**config.mk**
```make
export PLATFORM = sky130hd
export DESIGN_NAME = bj0i0_round
export DESIGN_NICKNAME = d
export VERILOG_FILES = /design/src/hdl/bj0i0_pkg.sv /design/src/hdl/bj0i0_round.sv
export SDC_FILE = /design/constraint.sdc
export NUM_CORES = 1
export LEC_CHECK = 0
export BUFFER_PORTS_ARGS = -buffer_cell sky130_fd_sc_hd__clkbuf_2
export CAP_MARGIN = 0
export CORE_AREA = 2 2 86 88
export DETAILED_ROUTE_END_ITERATION = 8
export DIE_AREA = 0 0 88 90
export PLACE_DENSITY = 0.81
export SLEW_MARGIN = 25
export SYNTH_ARGS = -nofsm -noshare
export SYNTH_HDL_FRONTEND = slang
export SYNTH_SLANG_ARGS = --single-unit
```
**constraint.sdc**
```tcl
create_clock -name clock -period 5.7 [get_ports clock]
set_clock_uncertainty 0.05 [all_clocks]
set_input_delay 0.285 -clock clock [delete_from_list [all_inputs] [get_ports clock]]
set_output_delay 0.285 -clock clock [all_outputs]
set_load 0.03 [all_outputs]
```
**src/hdl/bj0i0_pkg.sv**
```systemverilog
// shared types, widths and coefficient table for the bessel j0/i0 series block
// no dependencies; used by every module under hdl
package bj0i0_pkg;

   // default and largest supported last power of the series
   localparam int MAX_POWER_DEF = 8;
   localparam int MAX_POWER_TOP = 12;

   // selector codes on the op field
   localparam logic OP_J0 = 1'b0;
   localparam logic OP_I0 = 1'b1;

   // argument, squared argument, accumulator magnitude and coefficient widths
   localparam int ARG_W   = 16;
   localparam int XMAG_W  = 31;
   localparam int SMAG_W  = 63;
   localparam int COEF_W  = 47;
   localparam int VALUE_W = 32;

   // accumulator magnitude limit, 2^62 at scale 2^-46
   localparam logic [SMAG_W-1:0] ACC_CAP = {1'b1, {(SMAG_W-1){1'b0}}};

   typedef logic [COEF_W-1:0] coef_type;

   // 1/(k!)^2 at scale 2^-46, rounded half up, k = 0 .. 12
   localparam coef_type COEF_TABLE [0:MAX_POWER_TOP] = '{
      47'd70368744177664,
      47'd70368744177664,
      47'd17592186044416,
      47'd1954687338268,
      47'd122167958642,
      47'd4886718346,
      47'd135742176,
      47'd2770248,
      47'd43285,
      47'd534,
      47'd5,
      47'd0,
      47'd0
   };

   // partial sum handed from cell to cell, kept as sign and magnitude
   typedef struct packed {
      logic              valid;
      logic              xneg;
      logic [XMAG_W-1:0] xmag;
      logic              sneg;
      logic [SMAG_W-1:0] smag;
      logic              clip;
   } acc_type;

   // finished result item
   typedef struct packed {
      logic                      valid;
      logic signed [VALUE_W-1:0] value;
      logic                      saturated;
   } res_type;

endpackage

```
**src/hdl/bj0i0_round.sv**
```systemverilog
// output conversion: scale 2^-46 sum to q15.16, round half away from zero, saturate
// depends on bj0i0_pkg
module bj0i0_round (
   input  logic               clock,
   input  logic               reset,
   input  logic               en,
   input  bj0i0_pkg::acc_type acc_i,
   output bj0i0_pkg::res_type res_o
);

   localparam int VW = bj0i0_pkg::VALUE_W;
   localparam int RW = VW + 2;
   localparam logic [63:0]   RND_HALF = 64'd1 << 29;
   localparam logic [RW-1:0] POS_MAX  = RW'({1'b0, {(VW-1){1'b1}}});
   localparam logic [RW-1:0] NEG_MAX  = RW'({1'b1, {(VW-1){1'b0}}});

   logic [63:0]        rnd;
   logic [RW-1:0]      r;
   logic               sat;
   logic [VW-1:0]      r_sel;
   bj0i0_pkg::res_type res_in, res_ff;

   assign rnd = 64'(acc_i.smag) + RND_HALF;
   assign r   = rnd[RW+29:30];
   assign sat = acc_i.clip
             || (!acc_i.sneg && (r > POS_MAX))
             || (acc_i.sneg && (r > NEG_MAX));

   always_comb begin
      if (sat) begin
         r_sel = acc_i.sneg ? NEG_MAX[VW-1:0] : POS_MAX[VW-1:0];
      end else begin
         r_sel = r[VW-1:0];
      end
   end

   always_comb begin
      res_in.valid     = acc_i.valid;
      res_in.value     = acc_i.sneg ? (~r_sel) + 1'b1 : r_sel;
      res_in.saturated = sat;
   end

   always_ff @(posedge clock) begin
      if (reset) begin
         res_ff.valid <= 1'b0;
      end else if (en) begin
         res_ff <= res_in;
      end
   end

   assign res_o = res_ff;

endmodule

```
==> out/metrics.csv <==
stage,metric,value,unit
layout,max FFs per register,34,
worst_hold_path,Worst Hold Class,input port to flop,
logic_synthesis,Syn Area/Cell,8.033,um^2
die,Starting Density,0.4874,
route,Residual DRC,0,
cts,"Setup Fix Bufs, Post-CTS",0,
timing,Pins Over Slew Limit,0,
global_routing,total gr overflow,0,
timing,slew at the pin closest to its max-slew limit,599.5,ps
cts,Num CTS Buffers,5,
timing,crit path time final,5082,ps
setup_path,CP required,5730,ps
outcome,status,"complete, no violations",
logic_synthesis,Async SR Flop Fraction,0,
route,drt via density,6.193,
route,drt pass-1 iters,5,
logic_synthesis,syn nets,529,
setup_path,critical path endpoint category,flop,
logic_synthesis,Synth cell types,67,
die,core area,7020,um^2
global_routing,vias in the first global route,3163,
cts,CTS tree,yes,
layout,Finished Layout Cells,591,
layout,antenna diode count,0,
setup_path,startpoint class of the critical path,input port,
timing,Max Clk Rate,0.1968,GHz
run,Max-cap violations,0,
setup_path,reg2reg path depth,2,
die,I/O Pins,135,
logic_synthesis,Mapped Cells,426,
power,Seq pwr share,0.451,
layout,P&R area growth vs syn,16.09,%
route,remaining antenna violation count,0,
placed_design,placed insts,583,
cts,Sink Count,34,
global_routing,global-route wire length before repair,15.38,mm
placed_design,GPL Wtd Cong,0.9227,
global_routing,initial antenna violation count,0,
logic_synthesis,top-count cell post-synth,nand2_1,
layout,share of cells above drive strength 1,0.2256,
cts,clock-pin slew on the worst setup and hold paths,70,ps
timing,final setup TNS,0,ps
power,PD cells,167.5,nW/um^2
route,routed wire length,9.467,mm
global_routing,largest net degree at the start of global routing,52,
timing,worst setup margin,617.6,ps
route,DR vias,3660,
power,Cell Int Power,444.7,uW
power,total power,665.6,uW
placed_design,post-place setup slack,405.1,ps
setup_path,Arrival @ worst endpoint,5110,ps
cts,H-tree depth,2,
power,Max VDD drop,0.00006860,V
logic_synthesis,synthesized area,3422,um^2
layout,Layout Utilization,0.5659,
placed_design,Port-buffer cells,73,
logic_synthesis,Post-synth EDFFs,33,
power,net switching power,220.9,uW
die,Die Span Y,90,um
power,Comb power frac,0.300,
cts,Worst-Skew Late Latency,280,ps
layout,"Net count, final",594,
route,DR WL/cell,16.02,um
placed_design,DP Area,3891,um^2
layout,post-route cell area,3973,um^2
timing,final cycle utilization of the critical path,0.8916,
logic_synthesis,Syn. warnings,0,
setup_path,CP max FO,7,
worst_hold_path,hold path depth,2,
route,drt first-iter violations,455,
timing,Final setup violation count,0,
cts,Root Driver,clkbuf_8,
logic_synthesis,synthesis-stage register bit count,34,
logic_synthesis,Synth area leaders,"edfxtp_1 29%, xnor2_1 4.9%, nand2_1 3.8%, nand3_1 3.5%, o21ai_0 3.5%",
timing,Hold Slack,135.2,ps
die,die width,88,um
power,LEAKAGE,1.480,nW
logic_synthesis,main flop type after synthesis,edfxtp_1,
placed_design,DP Wirelength,7.340,mm
layout,FILL cells,649,
global_routing,GRT Util Overall,0.2394,
cts,cts repair resizes,0,
setup_path,crit path kind,input port to flop,
power,Net Sw Frac,0.3319,
cts,CTS max path bufs,2,
timing,RSZ-0062 raised after global routing,false,
logic_synthesis,Synth area leader,edfxtp_1,
timing,Final Hold Violating Endpoints,0,
die,Site Rows,31,
logic_synthesis,Synth top cells by count,"35 x nand2_1, 33 x edfxtp_1, 31 x nor2_1",
cts,cts hold-fix bufs,0,
logic_synthesis,sequential cell area fraction in the yosys report,0.2954,
die,Die Area,7920,um^2
power,fraction of power consumed by the clock network,0.249,
timing,Rel. slew slack,0.5967,
logic_synthesis,top cell type's share of synthesized area,0.2896,
layout make-up:
cell class,instances,area [um^2],share of cell area
clock buffer,6,72.57,0.01827
clock inverter,2,8.758,0.002205
inverter,7,26.28,0.006614
multi-input combinational,353,2237,0.5632
sequential,34,1011,0.2545
tap,99,123.9,0.03118
timing repair buffer,90,493.0,0.1241
kinds of logic after synthesis:
logic type / share of synthesized area
and+or+nand+nor: 0.3455
DFF: 0.2954
AOI/OAI and AO/OA: 0.2059
xor gates and xnor gates: 0.07934
adders and majority gates: 0.007311
muxes: 0.01499
buffers and inverters: 0.05155
critical path, stage by stage:
cell and delay (ps):
clkbuf_2 110, ha_1 290, nand4_1 180, or4_1 470
or4_4 570, a311oi_2 300, nand3_1 150, nor4_2 480
or2_1 200, inv_2 40, nor2_1 120, a21o_1 100
ha_1 180, o2111a_1 210, and2_1 150, nand3_1 110
buf_4 180, nor4_1 300, o21ai_0 190, a31oi_1 200
a2bb2oi_1 280
worst paths after layout:
| check | start | to | slack [ps] |
|---|---|---|---|
| worst max-delay path | acc_i[30] | res_o[25]$_DFFE_PP_ | 620 |
| worst min-delay path | reset | res_o[33]$_SDFFE_PP0P_ | 140 |
| worst max register to register | res_o[33]$_SDFFE_PP0P_ | res_o[33]$_SDFFE_PP0P_ | 5050 |
| worst min register to register | res_o[33]$_SDFFE_PP0P_ | res_o[33]$_SDFFE_PP0P_ | 470 |
power by group through the flow:
stage	registers (mW)	logic, mW	clock network [mW]
floorplan	0.343	0.0974	0
global placement	0.305	0.191	0
detailed placement	0.306	0.196	0
CTS	0.300	0.197	0.168
global route	0.302	0.216	0.178
finish	0.300	0.200	0.166
layout by cell type (no fill, tap or decap), drive strengths merged, types with 4 or more instances in the layout:
cell / instances
nor3: 15
and3: 14
nor3b: 4
o31ai: 9
o21ai: 24
clkbuf: 79
or4: 6
or3: 9
buf: 17
a32oi: 9
nand2: 35
inv: 6
nor4: 16
xnor2: 19
nand4: 19
and2: 11
and4: 6
a21oi: 23
nand3: 24
mux2i: 4
o21a: 4
or2: 4
nand2b: 9
edfxtp: 33
a31oi: 5
nor2: 31
xor2: 12
per-layer routing:
metal  GRT usage  vias up  wire length [um]
li1            -     1766                 -
met1      0.3609     1669              4284
met2      0.3624      202              4164
met3     0.02112       23               827
met4     0.06923        0               191
met5           0        -                 0
No activity file was read; power rests on OpenSTA's default activity.
